<file path="config.mk">
export PLATFORM = sky130hd
export DESIGN_NAME = laguerre_poly_eval_unit_flat
export DESIGN_NICKNAME = d
export VERILOG_FILES = /design/src/rtl/lpe_pkg.sv /design/src/rtl/lpe_sample_if.sv /design/src/rtl/lpe_result_if.sv /design/src/rtl/lpe_cfg_if.sv /design/src/rtl/laguerre_poly_eval_unit.sv /design/src/rtl/lpe_mac.sv /design/src/rtl/lpe_div.sv /design/src/flat_wrapper.sv
export VERILOG_INCLUDE_DIRS = /design/src /design/src/rtl
export SDC_FILE = /design/constraint.sdc
export NUM_CORES = 2
export LEC_CHECK = 0
export ABC_CLOCK_PERIOD_IN_PS = 12850
export BUFFER_PORTS_ARGS = -buffer_cell sky130_fd_sc_hd__buf_2
export CAP_MARGIN = 15
export CORE_UTILIZATION = 45
export DETAILED_ROUTE_END_ITERATION = 12
export HOLD_SLACK_MARGIN = 0.08
export PLACE_DENSITY = 0.7
export SKIP_LAST_GASP = 1
export SYNTH_ARGS = -nofsm -noshare
export SYNTH_HDL_FRONTEND = slang
export SYNTH_HIERARCHICAL = 1
export SYNTH_SLANG_ARGS = --single-unit
</file>
<file path="constraint.sdc">
create_clock -name clk -period 12.85 [get_ports clk]
set_input_delay 1.9275 -clock clk [delete_from_list [all_inputs] [get_ports clk]]
set_output_delay 1.9275 -clock clk [all_outputs]
set_load 0.01 [all_outputs]
</file>
<file path="src/rtl/assert_macros.svh">
// assertion helpers shared by the rtl
`ifndef ASSERT_MACROS_SVH
`define ASSERT_MACROS_SVH

// same-cycle implication
`define LPE_ASSERT_IMP(label, clk_sig, rstn_sig, ante, cons, msg) \
	label: assert property (@(posedge clk_sig) disable iff (!rstn_sig) (ante) |-> (cons)) \
		else $error(msg);

// next-cycle implication
`define LPE_ASSERT_NXT(label, clk_sig, rstn_sig, ante, cons, msg) \
	label: assert property (@(posedge clk_sig) disable iff (!rstn_sig) (ante) |=> (cons)) \
		else $error(msg);

`endif

</file>
<file path="src/rtl/lpe_pkg.sv">
package lpe_pkg;

	localparam int X_W = 32;
	localparam int VAL_W = 48;
	localparam int DEG_W = 5;
	localparam int ALPHA_W = 6;
	localparam int CFG_IDX_W = 2;
	localparam int CFG_DATA_W = 8;

	localparam logic [CFG_IDX_W-1:0] CFG_IDX_DEGREE = CFG_IDX_W'(0);
	localparam logic [CFG_IDX_W-1:0] CFG_IDX_ALPHA = CFG_IDX_W'(1);

	// multiplier works on 16-bit chunks of the 48-bit operands
	localparam int CH_W = 16;
	localparam int NUM_CH = VAL_W / CH_W;
	localparam int MUL_PASSES = 2 * NUM_CH;
	localparam int PASS_W = $clog2(MUL_PASSES + 1);

	// divider retires four quotient bits per cycle
	localparam int DIV_BPC = 4;
	localparam int DIV_CYCLES = VAL_W / DIV_BPC;

	localparam logic signed [VAL_W-1:0] VAL_MAX = {1'b0, {(VAL_W-1){1'b1}}};
	localparam logic signed [VAL_W-1:0] VAL_MIN = {1'b1, {(VAL_W-1){1'b0}}};

	typedef enum logic [2:0] {
		ST_IDLE,
		ST_PREP,
		ST_MUL,
		ST_ABS,
		ST_DLD,
		ST_DIV,
		ST_WB,
		ST_DONE
	} lpe_state_t;

	typedef struct packed {
		logic clear;
		logic mul_en;
		logic [PASS_W-1:0] pass;
	} lpe_mac_ctl_t;

	typedef struct packed {
		logic done;
		logic ovf;
	} lpe_div_sts_t;

	// width of the signed step coefficient (2i-1+a)*one - x
	function automatic int s_width(input int frac);
		return ((frac + 8 > 31) ? frac + 8 : 31) + 2;
	endfunction

	function automatic int idx_width(input int max_deg);
		return $clog2(max_deg + 1);
	endfunction

endpackage

</file>
<file path="src/rtl/lpe_sample_if.sv">
interface lpe_sample_if import lpe_pkg::*; ();
	logic valid;
	logic ready;
	logic signed [X_W-1:0] x_value;

	modport source (output valid, output x_value, input ready);
	modport sink (input valid, input x_value, output ready);
endinterface

</file>
<file path="src/rtl/lpe_result_if.sv">
interface lpe_result_if import lpe_pkg::*; ();
	logic valid;
	logic ready;
	logic signed [VAL_W-1:0] poly_value;
	logic saturated;

	modport source (output valid, output poly_value, output saturated, input ready);
	modport sink (input valid, input poly_value, input saturated, output ready);
endinterface

</file>
<file path="src/rtl/lpe_cfg_if.sv">
interface lpe_cfg_if import lpe_pkg::*; ();
	logic valid;
	logic ready;
	logic [CFG_IDX_W-1:0] index;
	logic [CFG_DATA_W-1:0] data;

	modport source (output valid, output index, output data, input ready);
	modport sink (input valid, input index, input data, output ready);
endinterface

</file>
<file path="src/rtl/laguerre_poly_eval_unit.sv">
// degree 0 or 1 goes from the sample transaction straight to the result; otherwise
//   n-1 recurrence steps run, n = min(degree, MAX_DEGREE)
// each recurrence step: products on the shared 32x16 multiplier (six chunk passes),
//   division on the four-bit-per-cycle divider, plus setup and writeback states
// samples are taken one at a time, only when idle; a finished result may wait while the next is taken
// reset: arst_n clears the sequencer, the result valid and both config registers to 0
`include "assert_macros.svh"

module laguerre_poly_eval_unit import lpe_pkg::*; #(
	parameter int MAX_DEGREE = 31,
	parameter int FRAC_BITS = 16
) (
	input logic clk,
	input logic arst_n,
	lpe_sample_if.sink sample,
	lpe_result_if.source result,
	lpe_cfg_if.sink cfg
);

	localparam int SW = s_width(FRAC_BITS);
	localparam int AW = SW - 1;
	localparam int NW = SW + VAL_W;
	localparam int DW = NW - FRAC_BITS;
	localparam int IW = idx_width(MAX_DEGREE);
	localparam int NCMP = (IW > DEG_W) ? IW : DEG_W;
	localparam logic signed [VAL_W-1:0] ONE_VAL = VAL_W'(1) << FRAC_BITS;

	lpe_state_t state_q, state_d;
	logic [PASS_W-1:0] pass_q;
	logic res_valid_q;
	logic [DEG_W-1:0] cfg_degree_q;
	logic [ALPHA_W-1:0] cfg_alpha_q;

	logic signed [X_W-1:0] x_q;
	logic [IW-1:0] n_q;
	logic [IW-1:0] i_q;
	logic [ALPHA_W-1:0] a_q;
	logic signed [VAL_W-1:0] l1_q;
	logic signed [VAL_W-1:0] l2_q;
	logic sat_q;
	logic [AW-1:0] s_mag_q;
	logic [AW-1:0] c2_q;
	logic [VAL_W-1:0] l1_mag_q;
	logic [VAL_W-1:0] l2_mag_q;
	logic neg1_q;
	logic neg2_q;
	logic [DW-1:0] d_q;
	logic dneg_q;
	logic signed [VAL_W-1:0] poly_q;
	logic sat_out_q;

	logic accept;
	logic res_load;
	logic div_start;
	lpe_mac_ctl_t mac_ctl;
	lpe_div_sts_t div_sts;
	logic signed [NW-1:0] acc;
	logic [VAL_W-1:0] div_q;

	logic [NCMP-1:0] deg_ext;
	logic [IW-1:0] n_in;
	logic signed [VAL_W-1:0] l1_init;
	logic [SW-1:0] coef;
	logic signed [SW-1:0] s_val;
	logic [AW-1:0] s_mag;
	logic [AW-1:0] c2;
	logic [VAL_W-1:0] l1_mag;
	logic [VAL_W-1:0] l2_mag;
	logic [NW-1:0] acc_mag;
	logic wb_sat;
	logic signed [VAL_W-1:0] wb_val;

	lpe_mac #(
		.FRAC_BITS(FRAC_BITS)
	) u_mac (
		.clk(clk),
		.arst_n(arst_n),
		.ctl(mac_ctl),
		.s_mag(s_mag_q),
		.c2(c2_q),
		.l1_mag(l1_mag_q),
		.l2_mag(l2_mag_q),
		.neg1(neg1_q),
		.neg2(neg2_q),
		.acc(acc)
	);

	lpe_div #(
		.FRAC_BITS(FRAC_BITS),
		.MAX_DEGREE(MAX_DEGREE)
	) u_div (
		.clk(clk),
		.arst_n(arst_n),
		.start(div_start),
		.dividend(d_q),
		.divisor(i_q),
		.sts(div_sts),
		.quotient(div_q)
	);

	// arithmetic feeding the step registers
	always_comb begin
		deg_ext = NCMP'(cfg_degree_q);
		n_in = (deg_ext > NCMP'(MAX_DEGREE)) ? IW'(MAX_DEGREE) : IW'(deg_ext);
		l1_init = signed'((VAL_W'(cfg_alpha_q) + VAL_W'(1)) << FRAC_BITS)
			- VAL_W'(sample.x_value);
		coef = (SW'(i_q) << 1) - SW'(1) + SW'(a_q);
		s_val = signed'(coef << FRAC_BITS) - SW'(x_q);
		s_mag = s_val[SW-1] ? AW'(-s_val) : AW'(s_val);
		c2 = AW'(i_q) - AW'(1) + AW'(a_q);
		l1_mag = l1_q[VAL_W-1] ? VAL_W'(-l1_q) : VAL_W'(l1_q);
		l2_mag = l2_q[VAL_W-1] ? VAL_W'(-l2_q) : VAL_W'(l2_q);
		acc_mag = acc[NW-1] ? NW'(-acc) : NW'(acc);
	end

	// clamp the divided step value to the 48-bit range
	always_comb begin
		if (dneg_q) begin
			wb_sat = div_sts.ovf || (div_q[VAL_W-1] && (|div_q[VAL_W-2:0]));
			wb_val = wb_sat ? VAL_MIN : VAL_W'(-div_q);
		end else begin
			wb_sat = div_sts.ovf || div_q[VAL_W-1];
			wb_val = wb_sat ? VAL_MAX : div_q;
		end
	end

	always_comb begin
		state_d = state_q;
		case (state_q)
			ST_IDLE: begin
				if (sample.valid) begin
					state_d = (n_in < IW'(2)) ? ST_DONE : ST_PREP;
				end
			end
			ST_PREP: state_d = ST_MUL;
			ST_MUL: begin
				if (pass_q == PASS_W'(MUL_PASSES)) begin
					state_d = ST_ABS;
				end
			end
			ST_ABS: state_d = ST_DLD;
			ST_DLD: state_d = ST_DIV;
			ST_DIV: begin
				if (div_sts.done) begin
					state_d = ST_WB;
				end
			end
			ST_WB: state_d = (i_q == n_q) ? ST_DONE : ST_PREP;
			ST_DONE: begin
				if (!res_valid_q || result.ready) begin
					state_d = ST_IDLE;
				end
			end
			default: state_d = ST_IDLE;
		endcase
	end

	always_comb begin
		sample.ready = 1'b0;
		mac_ctl = '0;
		mac_ctl.pass = pass_q;
		div_start = 1'b0;
		res_load = 1'b0;
		case (state_q)
			ST_IDLE: sample.ready = 1'b1;
			ST_PREP: mac_ctl.clear = 1'b1;
			ST_MUL: mac_ctl.mul_en = (pass_q < PASS_W'(MUL_PASSES));
			ST_DLD: div_start = 1'b1;
			ST_DONE: res_load = !res_valid_q || result.ready;
			default: sample.ready = 1'b0;
		endcase
	end

	assign accept = sample.valid && sample.ready;
	assign cfg.ready = 1'b1;
	assign result.valid = res_valid_q;
	assign result.poly_value = poly_q;
	assign result.saturated = sat_out_q;

	always_ff @(posedge clk or negedge arst_n) begin
		if (!arst_n) begin
			state_q <= ST_IDLE;
			pass_q <= '0;
			res_valid_q <= 1'b0;
			cfg_degree_q <= '0;
			cfg_alpha_q <= '0;
		end else begin
			state_q <= state_d;
			if (state_q == ST_PREP) begin
				pass_q <= '0;
			end else if (state_q == ST_MUL) begin
				pass_q <= pass_q + PASS_W'(1);
			end
			if (res_load) begin
				res_valid_q <= 1'b1;
			end else if (result.ready) begin
				res_valid_q <= 1'b0;
			end
			if (cfg.valid && cfg.ready) begin
				if (cfg.index == CFG_IDX_DEGREE) begin
					cfg_degree_q <= cfg.data[DEG_W-1:0];
				end else if (cfg.index == CFG_IDX_ALPHA) begin
					cfg_alpha_q <= cfg.data[ALPHA_W-1:0];
				end
			end
		end
	end

	always_ff @(posedge clk) begin
		if (accept) begin
			x_q <= sample.x_value;
			n_q <= n_in;
			a_q <= cfg_alpha_q;
			i_q <= IW'(2);
			l2_q <= ONE_VAL;
			l1_q <= l1_init;
			sat_q <= 1'b0;
		end
		if (state_q == ST_PREP) begin
			s_mag_q <= s_mag;
			c2_q <= c2;
			l1_mag_q <= l1_mag;
			l2_mag_q <= l2_mag;
			neg1_q <= s_val[SW-1] ^ l1_q[VAL_W-1];
			neg2_q <= !l2_q[VAL_W-1];
		end
		if (state_q == ST_ABS) begin
			d_q <= acc_mag[NW-1:FRAC_BITS];
			dneg_q <= acc[NW-1];
		end
		if (state_q == ST_WB) begin
			l2_q <= l1_q;
			l1_q <= wb_val;
			sat_q <= sat_q | wb_sat;
			i_q <= i_q + IW'(1);
		end
		if (res_load) begin
			poly_q <= (n_q == '0) ? ONE_VAL : l1_q;
			sat_out_q <= sat_q;
		end
	end

	`LPE_ASSERT_IMP(a_div_done_in_div, clk, arst_n, div_sts.done, state_q == ST_DIV, "divider finished outside its wait state")
	`LPE_ASSERT_IMP(a_step_in_range, clk, arst_n, state_q == ST_WB, (i_q <= n_q) && (i_q > IW'(1)), "step index outside 2..degree")
	`LPE_ASSERT_IMP(a_low_degree_exact, clk, arst_n, state_q == ST_DONE, (n_q > IW'(1)) || !sat_q, "saturation flagged for degree below two")
	`LPE_ASSERT_NXT(a_accept_starts, clk, arst_n, accept, (state_q == ST_PREP) || (state_q == ST_DONE), "accepted sample did not start a computation")

endmodule

</file>
<file path="src/rtl/lpe_mac.sv">
module lpe_mac import lpe_pkg::*; #(
	parameter int FRAC_BITS = 16
) (
	input logic clk,
	input logic arst_n,
	input lpe_mac_ctl_t ctl,
	input logic [s_width(FRAC_BITS)-2:0] s_mag,
	input logic [s_width(FRAC_BITS)-2:0] c2,
	input logic [VAL_W-1:0] l1_mag,
	input logic [VAL_W-1:0] l2_mag,
	input logic neg1,
	input logic neg2,
	output logic signed [s_width(FRAC_BITS)+VAL_W-1:0] acc
);

	localparam int AW = s_width(FRAC_BITS) - 1;
	localparam int NW = AW + 1 + VAL_W;
	localparam int PW = AW + CH_W;
	localparam int CI_W = $clog2(NUM_CH);
	localparam int SH_W = $clog2((NUM_CH - 1) * CH_W + FRAC_BITS + 1);

	logic sel_l2;
	logic [PASS_W-1:0] chunk;
	logic [CI_W-1:0] ci;
	logic [AW-1:0] op_a;
	logic [CH_W-1:0] op_b;
	logic [SH_W-1:0] sh;
	logic [NW-1:0] term;

	logic [PW-1:0] prod_s1;
	logic [SH_W-1:0] sh_s1;
	logic neg_s1;
	logic vld_s1;

	// passes 0..2 take s * l1 chunks, passes 3..5 take c2 * l2 chunks
	always_comb begin
		sel_l2 = (ctl.pass >= PASS_W'(NUM_CH));
		chunk = sel_l2 ? (ctl.pass - PASS_W'(NUM_CH)) : ctl.pass;
		ci = chunk[CI_W-1:0];
		op_a = sel_l2 ? c2 : s_mag;
		op_b = sel_l2 ? l2_mag[ci*CH_W +: CH_W] : l1_mag[ci*CH_W +: CH_W];
		sh = SH_W'(int'(ci) * CH_W + (sel_l2 ? FRAC_BITS : 0));
	end

	assign term = NW'(prod_s1) << sh_s1;

	always_ff @(posedge clk or negedge arst_n) begin
		if (!arst_n) begin
			vld_s1 <= 1'b0;
		end else begin
			vld_s1 <= ctl.mul_en;
		end
	end

	always_ff @(posedge clk) begin
		if (ctl.mul_en) begin
			prod_s1 <= PW'(op_a) * PW'(op_b);
			sh_s1 <= sh;
			neg_s1 <= sel_l2 ? neg2 : neg1;
		end
		if (ctl.clear) begin
			acc <= '0;
		end else if (vld_s1) begin
			acc <= neg_s1 ? (acc - signed'(term)) : (acc + signed'(term));
		end
	end

endmodule

</file>
<file path="src/rtl/lpe_div.sv">
module lpe_div import lpe_pkg::*; #(
	parameter int FRAC_BITS = 16,
	parameter int MAX_DEGREE = 31
) (
	input logic clk,
	input logic arst_n,
	input logic start,
	input logic [s_width(FRAC_BITS)+VAL_W-FRAC_BITS-1:0] dividend,
	input logic [idx_width(MAX_DEGREE)-1:0] divisor,
	output lpe_div_sts_t sts,
	output logic [VAL_W-1:0] quotient
);

	localparam int DW = s_width(FRAC_BITS) + VAL_W - FRAC_BITS;
	localparam int TW = DW - VAL_W;
	localparam int IW = idx_width(MAX_DEGREE);
	localparam int RW = IW + 1;
	localparam int CNT_W = $clog2(DIV_CYCLES);

	logic busy_q;
	logic done_q;
	logic ovf_q;
	logic [CNT_W-1:0] cnt_q;
	logic [IW-1:0] rem_q;
	logic [VAL_W-1:0] quo_q;

	logic [IW-1:0] rem_d;
	logic [VAL_W-1:0] quo_d;

	// dividend bits leave the top of quo_q while quotient bits enter at the bottom
	always_comb begin
		logic [RW-1:0] r_t;
		logic [IW-1:0] r_cur;
		logic [VAL_W-1:0] w;
		r_cur = rem_q;
		w = quo_q;
		for (int j = 0; j < DIV_BPC; j++) begin
			r_t = {r_cur, w[VAL_W-1]};
			w = {w[VAL_W-2:0], 1'b0};
			if (r_t >= {1'b0, divisor}) begin
				r_t = r_t - {1'b0, divisor};
				w[0] = 1'b1;
			end
			r_cur = r_t[IW-1:0];
		end
		rem_d = r_cur;
		quo_d = w;
	end

	always_ff @(posedge clk or negedge arst_n) begin
		if (!arst_n) begin
			busy_q <= 1'b0;
			done_q <= 1'b0;
			cnt_q <= '0;
		end else begin
			done_q <= 1'b0;
			if (start) begin
				busy_q <= 1'b1;
				cnt_q <= '0;
			end else if (busy_q) begin
				cnt_q <= cnt_q + CNT_W'(1);
				if (cnt_q == CNT_W'(DIV_CYCLES - 1)) begin
					busy_q <= 1'b0;
					done_q <= 1'b1;
				end
			end
		end
	end

	// upper part at or above the divisor means the quotient needs more than 48 bits
	always_ff @(posedge clk) begin
		if (start) begin
			ovf_q <= (dividend[DW-1:VAL_W] >= TW'(divisor));
			rem_q <= IW'(dividend[DW-1:VAL_W]);
			quo_q <= dividend[VAL_W-1:0];
		end else if (busy_q) begin
			rem_q <= rem_d;
			quo_q <= quo_d;
		end
	end

	assign sts.done = done_q;
	assign sts.ovf = ovf_q;
	assign quotient = quo_q;

endmodule
</file>
<file path="src/flat_wrapper.sv">
// flat-port wrapper written by rule: the top's interface ports become plain ports
module laguerre_poly_eval_unit_flat import lpe_pkg::*;
#(
	parameter int MAX_DEGREE = 31,
	parameter int FRAC_BITS = 16
)
  (clk, arst_n, sample_valid, sample_x_value, sample_ready, result_valid, result_poly_value, result_saturated, result_ready, cfg_valid, cfg_index, cfg_data, cfg_ready);
  lpe_sample_if sample_i ();
  lpe_result_if result_i ();
  lpe_cfg_if cfg_i ();
  input logic clk;
  input logic arst_n;
  input wire logic [$bits(sample_i.valid)-1:0] sample_valid;
  input wire logic [$bits(sample_i.x_value)-1:0] sample_x_value;
  output wire logic [$bits(sample_i.ready)-1:0] sample_ready;
  output wire logic [$bits(result_i.valid)-1:0] result_valid;
  output wire logic [$bits(result_i.poly_value)-1:0] result_poly_value;
  output wire logic [$bits(result_i.saturated)-1:0] result_saturated;
  input wire logic [$bits(result_i.ready)-1:0] result_ready;
  input wire logic [$bits(cfg_i.valid)-1:0] cfg_valid;
  input wire logic [$bits(cfg_i.index)-1:0] cfg_index;
  input wire logic [$bits(cfg_i.data)-1:0] cfg_data;
  output wire logic [$bits(cfg_i.ready)-1:0] cfg_ready;
  assign sample_i.valid = sample_valid;
  assign sample_i.x_value = sample_x_value;
  assign sample_ready = sample_i.ready;
  assign result_valid = result_i.valid;
  assign result_poly_value = result_i.poly_value;
  assign result_saturated = result_i.saturated;
  assign result_i.ready = result_ready;
  assign cfg_i.valid = cfg_valid;
  assign cfg_i.index = cfg_index;
  assign cfg_i.data = cfg_data;
  assign cfg_ready = cfg_i.ready;
  laguerre_poly_eval_unit #(.MAX_DEGREE(MAX_DEGREE), .FRAC_BITS(FRAC_BITS)) u_core (.clk(clk), .arst_n(arst_n), .sample(sample_i), .result(result_i), .cfg(cfg_i));
endmodule
</file>
==> impl_metrics.prom <==
# TYPE chip_impl_metric gauge
chip_impl_metric{name="crit_path_max_incr_delay",unit="ns"} 1.02
chip_impl_metric{name="grt_antenna_before_repair",unit=""} 14
chip_impl_metric{name="final-seq-area",unit="mm^2"} 0.01736
chip_impl_info{name="setup.worst_path.class",value="reg2reg"} 1
chip_impl_metric{name="final_design_area_no_fill",unit="mm^2"} 0.06020
chip_impl_info{name="synth_top_flop_cell",value="sky130_fd_sc_hd__edfxtp_1"} 1
chip_impl_metric{name="grt_start_max_net_pins",unit=""} 77
chip_impl_metric{name="route.vias.total",unit=""} 44880
chip_impl_metric{name="die_y",unit="um"} 354.2
chip_impl_info{name="synthTopCellsByCount",value="sky130_fd_sc_hd__nand2_1 (595), sky130_fd_sc_hd__inv_1 (582), sky130_fd_sc_hd__nor2_1 (535), sky130_fd_sc_hd__edfxtp_1 (503), sky130_fd_sc_hd__fa_1 (425)"} 1
chip_impl_metric{name="max_freq",unit="GHz"} 0.09144
chip_impl_metric{name="fillerInstances",unit=""} 11320
chip_impl_metric{name="yosys.area_share.xor_xnor",unit="%"} 6.952
chip_impl_metric{name="worst-endpoint-required",unit="ns"} 13.22
chip_impl_metric{name="design.final.nets",unit=""} 6553
chip_impl_metric{name="setup-tns-final",unit="ns"} 0
chip_impl_metric{name="postcts_setup_bufs",unit=""} 0
chip_impl_metric{name="area_delta_synth_final",unit="%"} 7.867
chip_impl_metric{name="grt_first_pass_wirelength",unit="mm"} 257.3
chip_impl_metric{name="yosysTopAreaCellShare",unit="%"} 27.06
chip_impl_metric{name="synthDistinctLibCells",unit=""} 119
chip_impl_metric{name="maxCapViolCount",unit=""} 0
chip_impl_metric{name="maxSlewViolCount",unit=""} 0
chip_impl_metric{name="slew_headroom",unit="%"} 12.40
chip_impl_metric{name="synth-edff-count",unit=""} 503
chip_impl_metric{name="cts.repair.resized",unit=""} 0
chip_impl_metric{name="layout_worst_path_cycle_share",unit="%"} 85.11
chip_impl_info{name="hold_start",value="u_core/cfg_degree_q[0]"} 1
chip_impl_metric{name="finish.utilization",unit="%"} 49.20
chip_impl_metric{name="design.die.area",unit="mm^2"} 0.1254
chip_impl_metric{name="worst-path-max-fanout",unit=""} 33
chip_impl_info{name="cts_tree",value="built"} 1
chip_impl_metric{name="fp.dieW",unit="um"} 354.2
chip_impl_info{name="crit-reg2reg-launch",value="u_core/pass_q[1]"} 1
chip_impl_metric{name="drt-pass1-iter-count",unit=""} 6
chip_impl_metric{name="postSynthCellCount",unit=""} 5855
chip_impl_metric{name="core_area",unit="mm^2"} 0.1224
chip_impl_info{name="cpMostUsedCell",value="sky130_fd_sc_hd__fa_1"} 1
chip_impl_metric{name="final_antenna_net_count",unit=""} 0
chip_impl_metric{name="synth_seq_area_share",unit="%"} 31.09
chip_impl_info{name="cpLargestDelayFamily",value="adder cells"} 1
chip_impl_metric{name="drc",unit=""} 0
chip_impl_metric{name="route.final.wire_length",unit="mm"} 167.0
chip_impl_metric{name="first_global_vias",unit=""} 43630
chip_impl_metric{name="synthesis.area",unit="mm^2"} 0.05581
chip_impl_metric{name="global_route.usage.met1",unit="%"} 36.16
chip_impl_metric{name="worst-path-buf-inv",unit=""} 5
chip_impl_metric{name="place_hpwl",unit="mm"} 128.0
chip_impl_metric{name="drive_above_1_share",unit="%"} 8.412
chip_impl_metric{name="grt_util_met2",unit="%"} 41.42
chip_impl_metric{name="mappedNetlistNets",unit=""} 6602
chip_impl_metric{name="fin_worst_skew",unit="ns"} 0.03580
chip_impl_info{name="synth_area_leader_cell",value="sky130_fd_sc_hd__edfxtp_1"} 1
chip_impl_info{name="timing.critical_path.from",value="u_core/pass_q[1]"} 1
chip_impl_metric{name="groute.layer.met3.usage",unit="%"} 4.504
chip_impl_metric{name="synthSimpleGateAreaFrac",unit="%"} 15.97
chip_impl_metric{name="synth-seq-cells",unit=""} 609
chip_impl_metric{name="clock_latency",unit="ns"} 0.64
chip_impl_metric{name="cp_data_arrival_time",unit="ns"} 11.31
chip_impl_metric{name="floorplan.rows",unit=""} 128
chip_impl_info{name="grt_busiest_layer",value="met2"} 1
chip_impl_info{name="timing.hold.worst.class",value="reg2reg"} 1
chip_impl_metric{name="period_minus_slack",unit="ns"} 10.94
chip_impl_metric{name="total_clock_buffers_created_by_cts",unit=""} 67
chip_impl_metric{name="post_synth.cell_area_avg",unit="um^2"} 9.532
chip_impl_metric{name="setup_viol",unit=""} 0
chip_impl_metric{name="globalRouteOverflowTotal",unit=""} 0
chip_impl_metric{name="cts.sinks",unit=""} 609
chip_impl_info{name="run_status",value="completed"} 1
chip_impl_info{name="biggest_area_contributors_in_the_synthesized_netlist",value="sky130_fd_sc_hd__edfxtp_1 (27%), sky130_fd_sc_hd__fa_1 (15%), sky130_fd_sc_hd__ha_1 (6.2%)"} 1
chip_impl_metric{name="tightestPinTransition",unit="ns"} 1.281
chip_impl_metric{name="total_number_of_yosys_warnings",unit=""} 6
chip_impl_metric{name="asyncSetResetFlopFracSynth",unit="%"} 4.105
chip_impl_metric{name="synth-compound-area-share",unit="%"} 13.23
chip_impl_metric{name="dpl-instance-area",unit="mm^2"} 0.05772
chip_impl_metric{name="number_of_buffers_inserted_by_port_buffering",unit=""} 95
chip_impl_info{name="rsz0062_at_grt",value="false"} 1
chip_impl_metric{name="io-pin-count",unit=""} 99
chip_impl_info{name="worst_path_slowest_cell",value="sky130_fd_sc_hd__a22o_1"} 1
chip_impl_metric{name="post_cts_hold_buffer_count",unit=""} 0
chip_impl_metric{name="vias_per_cell",unit=""} 5.990
chip_impl_metric{name="cts_max_level",unit=""} 3
chip_impl_metric{name="wire_per_inst",unit="um"} 22.30
chip_impl_metric{name="detailedRoute.firstIterationViolations",unit=""} 4989
chip_impl_metric{name="multiInputGateArea",unit="mm^2"} 0.03520
chip_impl_metric{name="synth_fa_ha_area_share",unit="%"} 21.41
chip_impl_info{name="yosys.cell_count.top_type",value="sky130_fd_sc_hd__nand2_1"} 1
chip_impl_info{name="setup.worst_path.start_class",value="flop"} 1
chip_impl_info{name="clock-root-buffer",value="sky130_fd_sc_hd__clkbuf_16"} 1
chip_impl_metric{name="grt.total_usage",unit="%"} 26.37
chip_impl_metric{name="final_hold_viol_count",unit=""} 0
chip_impl_metric{name="floorplan.initialDensity",unit="%"} 45.61
chip_impl_info{name="combinational_family_with_the_most_area_after_synthesis",value="adder cells"} 1
chip_impl_metric{name="cts.reportedPaths.clkPinSlew",unit="ns"} 0.06
chip_impl_metric{name="finalWeightedCongestion",unit=""} 0.9956
chip_impl_metric{name="synth.mux.area_fraction",unit="%"} 5.358
chip_impl_metric{name="cts_max_path_buffers",unit=""} 3
chip_impl_info{name="crit_path_end_kind",value="flop"} 1
-- area by class of cell --
class	instances	area share [%]
multi-input cells	4386	58.47
repair buffers	160	1.602
clock buffers	86	3.055
clock inverters	38	1.004
inverters	582	3.629
diodes	6	0.02494
well taps	1625	3.377
flip-flops and latches	609	28.83
-- metrics by stage --
step	hold WS [ns]	instances	worst slack, ns
after floorplan	0.4272	5855	0.1105
after global placement	0.4356	7359	2.212
after detailed placement	0.4330	7359	2.049
after CTS	0.4477	7483	2.023
after global routing	0.4588	7489	1.448
final	0.4513	7492	1.914
-- sequential cells by signal, summed over array words and instances, names as in the netlist, 6 cells and up --
| name | cells |
|---|---|
| u_core/l1_q | 48 |
| u_core/x_q | 32 |
| u_core/u_mac/acc | 81 |
| u_core/u_div/quotient | 48 |
| u_core/a_q | 6 |
| u_core/l2_q | 48 |
| u_core/d_q | 65 |
| u_core/result.poly_value | 48 |
| u_core/l1_mag_q | 48 |
| u_core/u_mac/prod_s1 | 48 |
| u_core/s_mag_q | 32 |
| u_core/cfg_alpha_q | 6 |
| u_core/l2_mag_q | 48 |
| u_core/c2_q | 8 |
-- layer usage --
metal  vias to the layer above  part of all wire [%]
met2                      2154                    45
met1                     22080                    41
li1                      20270                     -
met4                         0                   4.3
met3                       377                   9.6
met5                         -                     0
-- worst paths after layout --
path / to / depth (start not counted) / slack (ns)
hold / removal: u_core/n_q[0] / 0 / 0.45
hold reg to reg: u_core/n_q[0] / 0 / 0.45
setup reg to reg: u_core/u_mac/prod_s1[45] / 28 / 1.91
setup / recovery: u_core/u_mac/prod_s1[45] / 28 / 1.91
max in group asynchronous: u_core/u_mac/vld_s1 / 1 / 11.10
min in group asynchronous: u_core/u_div/cnt_q[1] / 1 / 1.31
-- cell families (layout without fill, tap and decap cells) --
kind of cell,after synthesis,count (layout)
xor gates and xnor gates,443,443
other,1,7
muxes,261,261
and+or+nand+nor,1861,1861
AOI/OAI and AO/OA,1120,1120
DFF,609,609
buffers and inverters,860,866
adders and majority gates,700,700
-- layout by cell type (no fill, tap or decap), drive strengths merged, types with 83 or more instances in the layout --
master	count
nor3	102
inv	587
clkbuf	86
edfxtp	503
nand2	596
nor2	536
and3	83
mux2i	133
nor2b	86
a21oi	305
o21ai	240
buf	160
xor2	119
ha	275
mux2	112
a21o	95
xnor2	324
fa	425
Power is left out: the tool's default activity adds up to more than one toggle a clock period on the data nets, which glitch-free logic cannot reach.
